`config.mk`:
```
export PLATFORM = sky130hd
export DESIGN_NAME = lop_mul
export DESIGN_NICKNAME = d
export VERILOG_FILES = /design/src/rtl/core/lop_pkg.sv /design/src/rtl/core/lop_mul.sv
export SDC_FILE = /design/constraint.sdc
export NUM_CORES = 2
export LEC_CHECK = 0
export BUFFER_PORTS_ARGS = -buffer_cell sky130_fd_sc_hd__buf_2
export CAP_MARGIN = 20
export CORE_ASPECT_RATIO = 2
export CORE_MARGIN = 5
export CORE_UTILIZATION = 62
export CTS_BUF_LIST = sky130_fd_sc_hd__clkbuf_8
export DETAILED_ROUTE_END_ITERATION = 12
export GPL_ROUTABILITY_DRIVEN = 0
export MAX_ROUTING_LAYER = met4
export PLACE_DENSITY_LB_ADDON = 0.12
export SLEW_MARGIN = 20
export SYNTH_ARGS = -nofsm -noshare
export SYNTH_HDL_FRONTEND = slang
export SYNTH_SLANG_ARGS = --single-unit
```
`constraint.sdc`:
```
create_clock -name clk -period 21.2 [get_ports clk]
set_input_delay 1.06 -clock clk [delete_from_list [all_inputs] [get_ports clk]]
set_output_delay 1.06 -clock clk [all_outputs]
set_load 0.005 [all_outputs]
```
`src/rtl/core/lop_pkg.sv`:
```
package lop_pkg;

	localparam int COORD_W   = 24;
	localparam int RADIUS_W  = 24;
	localparam int COUNT_W   = 11;
	localparam int EXP_DEPTH = 256;
	localparam int EXP_W     = 16;
	localparam int WSUM_W    = 64;
	localparam int DEN_W     = 48;
	localparam int QUO_W     = 40;
	localparam int STEP_W    = 7;

	localparam logic [COUNT_W-1:0]  MAX_NEIGHBOURS = 11'd1024;
	localparam logic [RADIUS_W-1:0] RADIUS_RESET   = 24'd52429;

	// Division lengths (quotient bits) for the three uses of the divider
	localparam logic [STEP_W-1:0] STEPS_IDX    = 7'd8;
	localparam logic [STEP_W-1:0] STEPS_WEIGHT = 7'd40;
	localparam logic [STEP_W-1:0] STEPS_OUT    = 7'd24;

	// Request and response of the shared divider
	typedef struct packed {
		logic                start;
		logic [63:0]         num;
		logic [DEN_W-1:0]    den;
		logic [STEP_W-1:0]   steps;
	} div_req_t;

	typedef struct packed {
		logic                done;
		logic                ovf;
		logic [QUO_W-1:0]    quo;
	} div_rsp_t;

	// Build the exp(-16 i / depth) samples in unsigned Q0.16
	function automatic logic [EXP_DEPTH-1:0][EXP_W-1:0] build_exp();
		logic [EXP_DEPTH-1:0][EXP_W-1:0] tab;
		logic [63:0]        x;
		logic [63:0]        term;
		logic signed [63:0] base;
		logic [63:0]        e;
		logic [63:0]        v;
		x    = (64'd16 << 32) / EXP_DEPTH;
		term = 64'd1 << 32;
		base = 64'sd1 <<< 32;
		e    = 64'd1 << 32;
		for (int k = 1; k <= 24; k++) begin
			term = ((term * x) >> 32) / 64'(k);
			if (k % 2 == 1) begin
				base = base - $signed(term);
			end else begin
				base = base + $signed(term);
			end
		end
		if (base < 0) begin
			base = 0;
		end
		for (int i = 0; i < EXP_DEPTH; i++) begin
			v = (e + (64'd1 << 15)) >> 16;
			tab[i] = (v > 64'd65535) ? 16'hFFFF : v[15:0];
			e = (e * $unsigned(base) + (64'd1 << 31)) >> 32;
		end
		return tab;
	endfunction

	localparam logic [EXP_DEPTH-1:0][EXP_W-1:0] EXP_TAB = build_exp();

endpackage

```
`src/rtl/core/lop_mul.sv`:
```
module lop_mul import lop_pkg::*; (
	input  logic        clk,
	input  logic [31:0] a,
	input  logic [31:0] b,
	output logic [63:0] p_s1
);

	// Register the unsigned product
	always_ff @(posedge clk) begin
		p_s1 <= {32'b0, a} * {32'b0, b};
	end

endmodule

```
Word-level counts from Yosys, hierarchy flattened
Cells that the tools add are included.

operators by class
  multipliers = 1

operators with widths
  cell                          count
  multiplier 32 x 32 -> 64 bit  1

storage, ports and cells
  register bits = 64
  output and inout bits = 64
  word-level logic and storage cells = 2

Logic depth before layout (Yosys ltp)
  depth in word-level cells = 1
  mapped depth = 29
  mapped depth without buffers = 27

Worst setup path before layout
No wires, ideal clock.

  path type = input-to-reg
  start point = input a[25]
  end point = register p_s1[62]
  setup time = 72 ps
  arrival = 7741 ps
  required time = 21128 ps
  setup slack = 13387 ps
  cell stages on the path = 25
  buffers on the path = 2
  path through = clkbuf_1 > nand2_1 > fa_1 > inv_1 > fa_1 > inv_1 > fa_1 > inv_1 > fa_1 > fa_1 > fa_1 > fa_1 > inv_1 > fa_1 > inv_1 > ha_1 > buf_2 > nand4_1 > or4_1 > or3_1 > a31oi_1 > a31o_2 > a211oi_1 > o21ai_1 > xor2_1

between the ends
  cells in the longest elaborated chain, start to end = 1

ends and longest elaborated chain
  element                       RTL line       RTL
  start: declaration            lop_mul.sv:3   input logic [31:0] a,
  multiplier 32 x 32 -> 64 bit  lop_mul.sv:10  p_s1 <= {32'b0, a} * {32'b0, b};
  end signal: assignment        lop_mul.sv:10
  end: declaration              lop_mul.sv:5   output logic [63:0] p_s1

Every way passes these cells.

Final worst setup path
  start point = input b[4]
  end point = register p_s1[62]

between the ends
  cells in the longest elaborated chain, start to end = 1

ends and longest elaborated chain
  element                       RTL line       RTL
  start: declaration            lop_mul.sv:4   input logic [31:0] b,
  multiplier 32 x 32 -> 64 bit  lop_mul.sv:10

Every way passes these cells.

==> impl_summary.md <==
Layout
The area overhead of the layout relative to synthesis is 2.90%. The largest registers in the layout are p_s1 x64. The flip-flop count of the largest register after layout is 64.

Leaving out filler cells and counting taps, the final layout contains around 4400. The register bank with the most flops is p_s1. The final net count is ~4900.

The post-route netlist has 4.49% of its cells at a drive strength greater than 1.

Setup path
The cell with the most instances on the worst path is fa_1. The startpoint class of the critical path is a primary input. The category of the critical setup timing path is primary input to flop. The critical path goes through buf_2 -> and2_1 -> fa_1 -> inv_1 -> fa_1 -> fa_1 -> fa_1 -> inv_1 -> ha_1 -> ha_1 -> fa_1 -> fa_1 -> ha_1 -> nand2_1 -> a211oi_1 -> o2111ai_1 -> a31oi_1 -> a31o_2 -> a211oi_1 -> o21ai_1 -> xor2_1.

The worst setup path endpoint is p_s1[62]$_DFF_P_. The maximum fanout along the worst path is 32. The critical path runs through a total of 21 cells. The worst path required time is between 20000 and 25000 ps. The slowest stage of the critical path belongs to the cell a211oi_1. The top cell family by delay on the critical path is adder cells.

The most critical setup path has its startpoint at b[4]. For the worst setup path, the data arrival time is ~9000 ps. The number of buffer and inverter stages on the critical path is 3.

On the worst path, the slowest cell contributes a delay of around 1100 ps. The endpoint class of the critical path is a flop.

Floorplanning
The die covers roughly 61000 sq um. For this configuration, the core starts out at a cell density of between 60% and 70%. The floorplan has about 120 rows. between 100 and 150 I/O pins were placed. The die boundary width is 177 um. The vertical die dimension is between 300 and 400 um. After floorplanning, the core was sized to cover 55400 sq um.

Global route
The residual overflow from global routing is 0. The wire length of the first global-routing pass is between 150000 and 200000 um. The global-route usage over all layers is ~40%. The via count of the first global-routing pass is 30400. The pin count of the biggest net entering global routing is 33.

The initial antenna violation count came to 2.

CTS
The post-CTS setup repair buffer count is 0. The number of clock sinks is between 60 and 70. TritonCTS built the clock tree.

After clock tree synthesis, the clock-pin slew on the worst setup and hold paths is about 90 ps. In this run the number of H-tree levels came out at 3. The root buffer selected by CTS is clkbuf_8. The number of CTS-inserted buffers is 9. For this design, the CTS-stage hold fixing added 0 buffers.

Once the clock tree was built, the resizer swapped 0 gates to a different size. In this run the deepest clock path goes through 2 buffers.

Drt
The first routing iteration left about 2000 violations. The post-detailed-route count of antenna-violating nets is 0. The detailed router placed ~27000 vias in this run. The detailed-route vias per instance is around 6. The average wire length per cell after detail routing is ~26 um. Before antenna repair, the detailed router went through 8 iterations. After detailed routing, the number of remaining DRC violations is 0.

The total wire length after detailed routing is 114000 um.

Logic synthesis
For this run, the number of Yosys warnings is 0. The count of distinct cell types in the synthesized netlist is between 50 and 60. The most used flip-flop cell after synthesis is dfxtp_1. The number of flops mapped to enable cells by yosys is 0. The cell count after synthesis is between 3000 and 4000. The most area-hungry cell type in the Yosys netlist is fa_1.

The post-synthesis average cell area is a little over 9 sq um. Sorting the synthesized cells by area gives the leading types as fa_1 (52%), and2_1 (11%), ha_1 (9.5%). The top cell type by area accounts for 51.7% of the synthesized area.

The flip-flop and latch count after synthesis is 64. The synthesized area is ~35000 sq um. The async set or reset register ratio after synthesis is 0%.

For this run, the register share of the synthesized area comes to 3.69%. Counting every net in the synthesized netlist gives 4972.

Placed design
During placement, the flow inserted port buffers numbering 128. The HPWL after detailed placement is 90000 um. Counting tap cells, the placed design contains a total of around 4400 instances.

Run status
The flow ran to the end, and the final reports show no timing, DRC or antenna violations.

Job
Across the run, the number of max-cap violations was 0.

Timing
Setup repair after global routing left no endpoint under its margin. The final critical-path required period is about 8900 ps. The upper clock frequency limit is approximately 110 MHz. The share of the clock period used by the worst path is between 40% and 50%.

In this run the tightest slew margin relative to its limit is a little over a tenth. At the pin with the least slew margin, the transition time is 1340 ps. Setup violations remaining at the end of the flow were counted as 0. The final count of pins violating max slew is 0. The final hold violation count is 0.

The setup TNS is 0 ps.

Hold path
The source of the worst hold timing path is a[0]. In this run the worst hold path is classified as primary input to flop.
==> logic make-up after synthesis <==
logic type	share of synthesized area (%)
buf+inv	11.8
mux	0.0289
flops	3.69
xor+xnor	1.52
compound gates	4.15
fa+ha+maj	61.2
simple gates	17.6
==> metal layers <==
layer | share of wire [%] | track usage, %
met3 | 6.9 | 8.02
met4 | 15 | 43.6
met1 | 27 | 35.1
met2 | 51 | 67.8
met5 | 0 | -
==> worst min path at each step <==
stage               cells after the start  slack (ps)         endpoint
CTS                                     2        1240  p_s1[0]$_DFF_P_
detailed placement                      1        1440         p_s1[48]
floorplan                               1        1190  p_s1[0]$_DFF_P_
global placement                        1        1440         p_s1[48]
finish                                  2        1260  p_s1[0]$_DFF_P_
global route                            2        1270  p_s1[0]$_DFF_P_
==> stage by stage <==
step           util (%)  instance area [sq um]  worst slack, ps  hold WS, ps
5_1_grt            64.4                  35700            12190         1270
3_5_place_dp       64.0                  35500            12270         1440
4_1_cts            64.4                  35700            12670         1240
6_report           64.4                  35700            12280         1260
3_3_place_gp       64.0                  35500            12440         1440
2_1_floorplan         -                  34700            13390         1190
==> placed cells by master (no fill, tap or decap), drive strengths merged, types with 3 or more instances in the layout <==
cell type	synthesis	routed
o221ai	3	3
nand2	480	480
a21boi	3	3
dfxtp	64	64
buf	7	134
a21oi	66	66
inv	865	866
o21bai	11	11
o21a	9	9
fa	896	896
or2	3	3
a221o	4	4
o21ai	26	26
a21o	40	40
xor2	25	25
and2	602	602
a31oi	12	12
ha	263	263
and3	14	14
xnor2	35	35
nor2	20	20
nor3	7	7
nand3	10	10
or3	3	3
and4	3	3
o31ai	5	5
a211oi	3	3
a221oi	4	4
or4	3	3
clkbuf	213	11
nand4	23	23
==> area by class of cell <==
cell class              instances  area (sq um)
clock buffers                  11           151
well taps                     744           931
repair buffers                134           683
multi-input cells            2599         29300
clock inverters                 4          68.8
inverters                     865          3250
fillers                      4683         19700
diodes                          2          5.00
flip-flops and latches         64          1280
==> synth_stat cells (4+ instances only) <==
master / number
o21ai_0: 21
dfxtp_1: 64
o21ai_1: 5
a31oi_1: 12
o21a_1: 9
ha_1: 263
and3_1: 14
inv_1: 865
nand3_1: 10
nand4_1: 23
buf_2: 6
a21o_1: 40
nor2_1: 20
nor3_1: 7
a221o_1: 4
xnor2_1: 35
nand2_1: 480
and2_1: 602
xor2_1: 25
fa_1: 896
clkbuf_1: 213
a21oi_1: 63
o21bai_1: 10
Power is not shown: default switching activity piles up to over one toggle a cycle in this logic, so the estimate is an artifact.
