`src/rtl/core/lop_pkg.sv`:
```
package lop_pkg;

	localparam int COORD_W   = 24;
	localparam int RADIUS_W  = 24;
	localparam int COUNT_W   = 11;
	localparam int EXP_DEPTH = 256;
	localparam int EXP_W     = 16;
	localparam int WSUM_W    = 64;
	localparam int DEN_W     = 48;
	localparam int QUO_W     = 40;
	localparam int STEP_W    = 7;

	localparam logic [COUNT_W-1:0]  MAX_NEIGHBOURS = 11'd1024;
	localparam logic [RADIUS_W-1:0] RADIUS_RESET   = 24'd52429;

	// Division lengths (quotient bits) for the three uses of the divider
	localparam logic [STEP_W-1:0] STEPS_IDX    = 7'd8;
	localparam logic [STEP_W-1:0] STEPS_WEIGHT = 7'd40;
	localparam logic [STEP_W-1:0] STEPS_OUT    = 7'd24;

	// Request and response of the shared divider
	typedef struct packed {
		logic                start;
		logic [63:0]         num;
		logic [DEN_W-1:0]    den;
		logic [STEP_W-1:0]   steps;
	} div_req_t;

	typedef struct packed {
		logic                done;
		logic                ovf;
		logic [QUO_W-1:0]    quo;
	} div_rsp_t;

	// Build the exp(-16 i / depth) samples in unsigned Q0.16
	function automatic logic [EXP_DEPTH-1:0][EXP_W-1:0] build_exp();
		logic [EXP_DEPTH-1:0][EXP_W-1:0] tab;
		logic [63:0]        x;
		logic [63:0]        term;
		logic signed [63:0] base;
		logic [63:0]        e;
		logic [63:0]        v;
		x    = (64'd16 << 32) / EXP_DEPTH;
		term = 64'd1 << 32;
		base = 64'sd1 <<< 32;
		e    = 64'd1 << 32;
		for (int k = 1; k <= 24; k++) begin
			term = ((term * x) >> 32) / 64'(k);
			if (k % 2 == 1) begin
				base = base - $signed(term);
			end else begin
				base = base + $signed(term);
			end
		end
		if (base < 0) begin
			base = 0;
		end
		for (int i = 0; i < EXP_DEPTH; i++) begin
			v = (e + (64'd1 << 15)) >> 16;
			tab[i] = (v > 64'd65535) ? 16'hFFFF : v[15:0];
			e = (e * $unsigned(base) + (64'd1 << 31)) >> 32;
		end
		return tab;
	endfunction

	localparam logic [EXP_DEPTH-1:0][EXP_W-1:0] EXP_TAB = build_exp();

endpackage

```
`src/rtl/core/lop_div.sv`:
```
module lop_div import lop_pkg::*; (
	input  logic     clk,
	input  logic     arst_n,
	input  div_req_t req,
	output div_rsp_t rsp
);

	logic                busy_q;
	logic                done_q;
	logic                ovf_q;
	logic [STEP_W-1:0]   cnt_q;
	logic [DEN_W-1:0]    rem_q;
	logic [63:0]         num_q;
	logic [DEN_W-1:0]    den_q;
	logic [QUO_W-1:0]    quo_q;

	logic [63:0]         num_hi;
	logic [63:0]         num_lo;
	logic                pre_ovf;
	logic [DEN_W:0]      trial;
	logic [DEN_W:0]      diff;
	logic                ge;

	// Split the numerator: upper part seeds the remainder, lower part is shifted in
	always_comb begin
		num_hi  = req.num >> req.steps;
		num_lo  = req.num << (7'd64 - req.steps);
		pre_ovf = num_hi >= {16'b0, req.den};
		trial   = {rem_q, num_q[63]};
		diff    = trial - {1'b0, den_q};
		ge      = trial >= {1'b0, den_q};
	end

	// Control: one quotient bit per cycle
	always_ff @(posedge clk or negedge arst_n) begin
		if (!arst_n) begin
			busy_q <= 1'b0;
			done_q <= 1'b0;
			cnt_q  <= '0;
		end else begin
			done_q <= 1'b0;
			if (req.start) begin
				if (pre_ovf) begin
					done_q <= 1'b1;
				end else begin
					busy_q <= 1'b1;
					cnt_q  <= req.steps;
				end
			end else if (busy_q) begin
				cnt_q <= cnt_q - 7'd1;
				if (cnt_q == 7'd1) begin
					busy_q <= 1'b0;
					done_q <= 1'b1;
				end
			end
		end
	end

	// Datapath: restoring division step
	always_ff @(posedge clk) begin
		if (req.start) begin
			ovf_q <= pre_ovf;
			rem_q <= num_hi[DEN_W-1:0];
			num_q <= num_lo;
			den_q <= req.den;
			quo_q <= '0;
		end else if (busy_q) begin
			rem_q <= ge ? diff[DEN_W-1:0] : trial[DEN_W-1:0];
			num_q <= {num_q[62:0], 1'b0};
			quo_q <= {quo_q[QUO_W-2:0], ge};
		end
	end

	assign rsp.done = done_q;
	assign rsp.ovf  = ovf_q;
	assign rsp.quo  = quo_q;

endmodule

```
`config.mk`:
```
export PLATFORM = sky130hd
export DESIGN_NAME = lop_div
export DESIGN_NICKNAME = d
export VERILOG_FILES = /design/src/rtl/core/lop_pkg.sv /design/src/rtl/core/lop_div.sv
export SDC_FILE = /design/constraint.sdc
export NUM_CORES = 1
export LEC_CHECK = 0
export BUFFER_PORTS_ARGS = -buffer_cell sky130_fd_sc_hd__buf_4
export CORE_ASPECT_RATIO = 0.8
export CORE_MARGIN = 2
export CORE_UTILIZATION = 36
export CTS_CLUSTER_DIAMETER = 200
export DETAILED_ROUTE_END_ITERATION = 12
export GPL_ROUTABILITY_DRIVEN = 0
export SLEW_MARGIN = 20
export SYNTH_ARGS = -nofsm -noshare
export SYNTH_HDL_FRONTEND = slang
export SYNTH_SLANG_ARGS = --single-unit
```
`constraint.sdc`:
```
create_clock -name clk -period 3.3 [get_ports clk]
set_input_delay 0.165 -clock clk [delete_from_list [all_inputs] [get_ports clk]]
set_output_delay 0.165 -clock clk [all_outputs]
set_load 0.05 [all_outputs]
```
* After elaboration in Yosys (flattened, before gate mapping) *
Cells that the tools add are included.

word-level totals
  input bits = 122
  logic and storage cells = 35
  output and inout port bits = 42
  flip-flop bits (word level) = 210

operators by class
  reduce and logical (&&, ||, !) cells = 2
  eq/ne operators = 2
  $add $sub $neg = 3
  shift-type cells = 2
  $lt $le $gt $ge = 2
  multiplexer cells = 16

operators by type and width
  kind                 count
  $mux 48              3
  $mux 64              2
  $ge 64x48->1         1
  $shl 64x7->64        1
  $shr 64x7->64        1
  $ge 49x48->1         1
  $sub 48x48->48       1
  $mux 7               3
  $mux 1               8
  $eq 7x1->1 const B   1
  $sub 7x1->7 const B  1
  $sub 7x7->7 const A  1
  $ne 2x2->1 const B   1
  $reduce_and 2->1     1
  $reduce_bool 2->1    1

* Depth between registers and ports, before layout *
  word-level depth = 4
  depth in mapped cells = 26
  gate-level depth less buffers = 21

* Worst setup path before layout *
OpenSTA, ideal clock, no wires.

  kind = input-to-reg
  start point = input port req[1] in the netlist's numbering
  end point = register cnt_q[0]
  buffers on the path = 5
  setup slack = -0.861 ns
  arrival = 4.024 ns
  cell stages on the path = 24
  data required time = 3.163 ns
  library setup time = 0.137 ns
  cell sequence = buf_6 > buf_6 > buf_6 > buf_2 > buf_2 > mux4_2 > mux2_2 > mux2i_1 > nor2_1 > nor2_1 > o22a_1 > nor2_1 > ha_1 > a21o_1 > a21o_1 > a21o_1 > a211oi_1 > o21a_1 > o211ai_1 > a31o_2 > a21oi_4 > inv_4 > mux2i_1 > a21oi_1

on the way
  cells in the longest elaborated chain, start to end = 4

ends and longest elaborated chain
  item                        line           source
  start, declared             lop_div.sv:4   input div_req_t req,
  $shr 64x7->64               lop_div.sv:26  num_hi = req.num >> req.steps;
  $ge 64x48->1                lop_div.sv:28  pre_ovf = num_hi >= {16'b0, req.den};
  via pre_ovf                 lop_div.sv:19  logic pre_ovf;
  $ne 2x2->1 (no line)        --
  $reduce_and 2->1 (no line)  --
  end signal, assigned        lop_div.sv:47  cnt_q <= req.steps;
  end signal, assigned        lop_div.sv:50  cnt_q <= cnt_q - 7'd1;
  end, declared               lop_div.sv:11  logic [STEP_W-1:0] cnt_q;

The timed path passes the listed nets, and every way through them passes these cells.
A chain may end at the register's enable or synchronous reset.

* Worst setup path in the final report *
  start point = input port req[0] in the netlist's numbering
  end point = register cnt_q[2]

Same word-level chain as after synthesis.

==> results.json <==
{
  "outcome": "finished with violations",
  "violations": "setup timing",
  "finClkSkew_ns": 0.02947,
  "synth-edff-count": 161,
  "crit_path_end_kind": "flop",
  "cts_num_sinks": 210,
  "clk_pin_slew_ns": 0.06,
  "remaining_drc_errors": 0,
  "drt_iter0_drc": 2202,
  "root_buffer": "clkbuf_16",
  "worstHoldPathType": "input port to asynchronous set/reset pin",
  "wl_met3_um": 6130,
  "top_layer": "met5",
  "cp.required_ns": 3.71,
  "final_util": 0.4989,
  "io_pins": 164,
  "core_area_um2": 55010,
  "drv_cap": 0,
  "ys_ff_latch": 210,
  "rows": 77,
  "worstMarginPinSlew_ns": 0.8847,
  "timing.final.crit_period_ns": 3.507,
  "postSynthAreaPerCell_um2": 8.622,
  "hold_viol": 0,
  "reg2reg_depth": 14,
  "fin_ws_ns": -0.2075,
  "placed_cell_area_um2": 24740,
  "p_leak_nw": 12.40,
  "nNetsFinal": 3052,
  "synthCells": 2314,
  "whs_ns": 0.01341,
  "die_w_um": 267.2,
  "hpwlAfterDp_um": 56940,
  "slew_viol_final": 0,
  "rsz0062_at_grt": "yes",
  "die_y_um": 214.6,
  "htree_levels": 1,
  "finalCritPeriodShare": 1.063,
  "wl_met2_um": 33800,
  "layout-drive-gt1-share": 0.3277,
  "criticalPathCategory": "input port to flop",
  "vias": 20520,
  "die_area_um2": 57330,
  "portBuffers": 163,
  "grt.total_usage": 0.2492,
  "synthArstFlopShare": 0.04286,
  "final_cell_area_um2": 27450,
  "max_freq_ghz": 0.2851,
  "yosysUniqueCellTypes": 77,
  "wl_per_cell_um": 20.73,
  "gr-total-overflow": 0,
  "cts_buffer_depth": 3,
  "pwr_density_cell_nw_per_um2": 552.9,
  "pre_cts_ws_ns": -0.8606,
  "insertion_delay_ns": 0.56,
  "cp_max_fo": 8,
  "synth_warnings": 0,
  "yosys_most_used_dff": "edfxtp_1",
  "numCtsBuffers": 26,
  "syn_area_um2": 19950,
  "via_per_inst": 5.697,
  "vdd_drop_max_uv": 400.2,
  "critPathLaunchType": "input port",
  "area_delta_synth_final_pct": 37.57,
  "start_util": 0.3627,
  "synth_fp_nets": 2536,
  "grt_pass1_wl_um": 112500,
  "cp.arrival_ns": 3.92,
  "grt_max_degree": 73,
  "max-slew-margin-rel": 0.4102,
  "wl_um": 74690,
  "antenna_found_initial": 7,
  "detail-route-antenna-nets": 0,
  "cts_tree": "done",
  "finalSetupViolations": 14,
  "firstDrtPassIters": 5,
  "drt-met1-wl_um": 31850,
  "yosysSeqAreaShare": 0.2938,
  "grt_pass1_vias": 19640
}
==> area by class of cell <==
type,count,area [µm²]
Inverter,119,451.7
Multi-Input combinational cell,1812,13770
Fill cell,5171,27570
Sequential cell,210,5862
Antenna cell,2,5.005
Timing Repair Buffer,661,5597
Clock inverter,13,75.07
Tap cell,750,938.4
Clock buffer,35,747.0
==> layer usage <==
metal | global-route usage | up-vias
met5 | 0 | -
met4 | 0.08839 | 10
met3 | 0.04352 | 162
met2 | 0.3888 | 884
met1 | 0.3463 | 9886
li1 | - | 9579
==> cells in the final DEF, fill, tap and decap left out, types with 13 or more instances in the layout <==
master         instances
a211oi_1              22
a211oi_2              13
a21o_1                43
a21oi_1              143
a21oi_2               18
a221o_1               17
a31oi_1               30
buf_12                20
buf_4                557
buf_6                 23
clkbuf_16             31
dfxtp_1               40
dlygate4sd3_1         50
edfxtp_1             161
ha_1                  93
inv_1                111
mux2_2                22
mux2i_1              129
mux2i_2               13
mux4_2                95
nand2_1              337
nand3_1               36
nand4_1               24
nor2_1               274
nor2b_1               17
nor3_1                17
o211ai_1              31
o21a_1                18
o21ai_0               84
o21ai_1               17
o221ai_1              16
o2bb2ai_1             31
xnor2_1               26
xor2_1                14
==> critical path: stages <==
cell	delay, ns
buf_16	0.12
mux4_2	0.54
mux2_4	0.30
mux2i_2	0.18
nor2_1	0.08
nor2_1	0.11
o22a_1	0.19
nor2_2	0.05
ha_1	0.31
a21o_1	0.18
a21o_1	0.16
a21o_1	0.17
a211oi_2	0.20
o21a_1	0.14
o211ai_1	0.15
a31o_2	0.31
a21oi_4	0.17
inv_4	0.10
mux2i_1	0.17
a21oi_1	0.09
==> metrics by stage <==
step | setup TNS, ns | total power, mW | cells
floorplan | -5.029 | 7.923 | 2314
finish | -1.717 | 15.18 | 3602
global placement | -16.69 | 10.69 | 3459
detailed placement | -16.77 | 10.81 | 3459
global route | -3.050 | 15.99 | 3600
CTS | -0.5108 | 14.04 | 3576
==> state kept, by name (all words and copies together) (netlist names) <==
name,cells
busy_q,1
cnt_q,7
den_q,48
done_q,1
num_q,64
ovf_q,1
quo_q,40
rem_q,48
==> repair_timing <==
action,in CTS,in global routing
endpoints found under the setup margin,59,48
hold endpoints to repair,57,0
hold buffers,50,0
resized for setup,73,153
buffers inserted,15,23
pin swaps,11,52
gates cloned,4,5
==> power by group <==
group          switching [mW]  leakage [nW]  total [mW]  internal (mW)
combinational            4.62          9.78        8.75           4.13
sequential              0.289          2.20        3.65           3.37
clock                    1.18         0.413        2.78           1.59
==> cells in the mapped netlist (6+ instances only) <==
library cell | n | area share
nand3_1 | 42 | 0.011
nand4_1 | 24 | 0.0075
nor3_1 | 19 | 0.0048
o221ai_1 | 16 | 0.0070
xor2_1 | 16 | 0.0070
nor4_1 | 8 | 0.0025
mux4_2 | 95 | 0.11
a211oi_1 | 36 | 0.014
nand2b_1 | 10 | 0.0031
o211ai_1 | 31 | 0.012
nand2_1 | 345 | 0.065
o21a_1 | 19 | 0.0071
nor2_1 | 290 | 0.055
xnor2_1 | 33 | 0.014
clkbuf_1 | 123 | 0.023
ha_1 | 99 | 0.062
nor2b_1 | 19 | 0.0060
inv_1 | 115 | 0.022
dfrtp_1 | 9 | 0.011
o22a_1 | 12 | 0.0053
and3_1 | 9 | 0.0028
buf_1 | 20 | 0.0038
o21ai_0 | 105 | 0.026
o22ai_1 | 8 | 0.0025
and2_1 | 6 | 0.0019
a31oi_1 | 32 | 0.010
o21bai_1 | 12 | 0.0045
a221o_1 | 17 | 0.0085
mux2i_1 | 143 | 0.072
edfxtp_1 | 161 | 0.24
a2bb2oi_1 | 10 | 0.0044
a21o_1 | 43 | 0.016
a21oi_1 | 162 | 0.041
dfxtp_1 | 40 | 0.040
a211o_1 | 6 | 0.0026
o2bb2ai_1 | 31 | 0.014
or3_1 | 11 | 0.0034
a311oi_1 | 8 | 0.0035
mux2_2 | 32 | 0.018
buf_2 | 22 | 0.0055
==> path summary, 6_finish.rpt <==
| kind | slack, ns | startpoint | end |
|---|---|---|---|
| worst max-delay path | -0.21 | req[0] | cnt_q[2] |
| worst min-delay path | 0.01 | arst_n | cnt_q[2] |
| worst max register to register | -0.20 | num_q[63] | rem_q[42] |
| worst min register to register | 0.51 | quo_q[39] | quo_q[39] |
| max in group asynchronous | 2.56 | arst_n | busy_q |
| min in group clk | 0.06 | req[119] | den_q[45] |
==> logic make-up after synthesis <==
logic type	after synthesis	synth area share
XOR/XNOR	49	0.02151
buffers and inverters	292	0.05851
multiplexers	271	0.1976
adder cells (fa/ha/maj)	100	0.06309
AND/OR/NAND/NOR	805	0.1706
AO/OA/AOI/OAI	587	0.1949
flip-flops	210	0.2938
No activity file was read; power rests on OpenSTA's default activity.
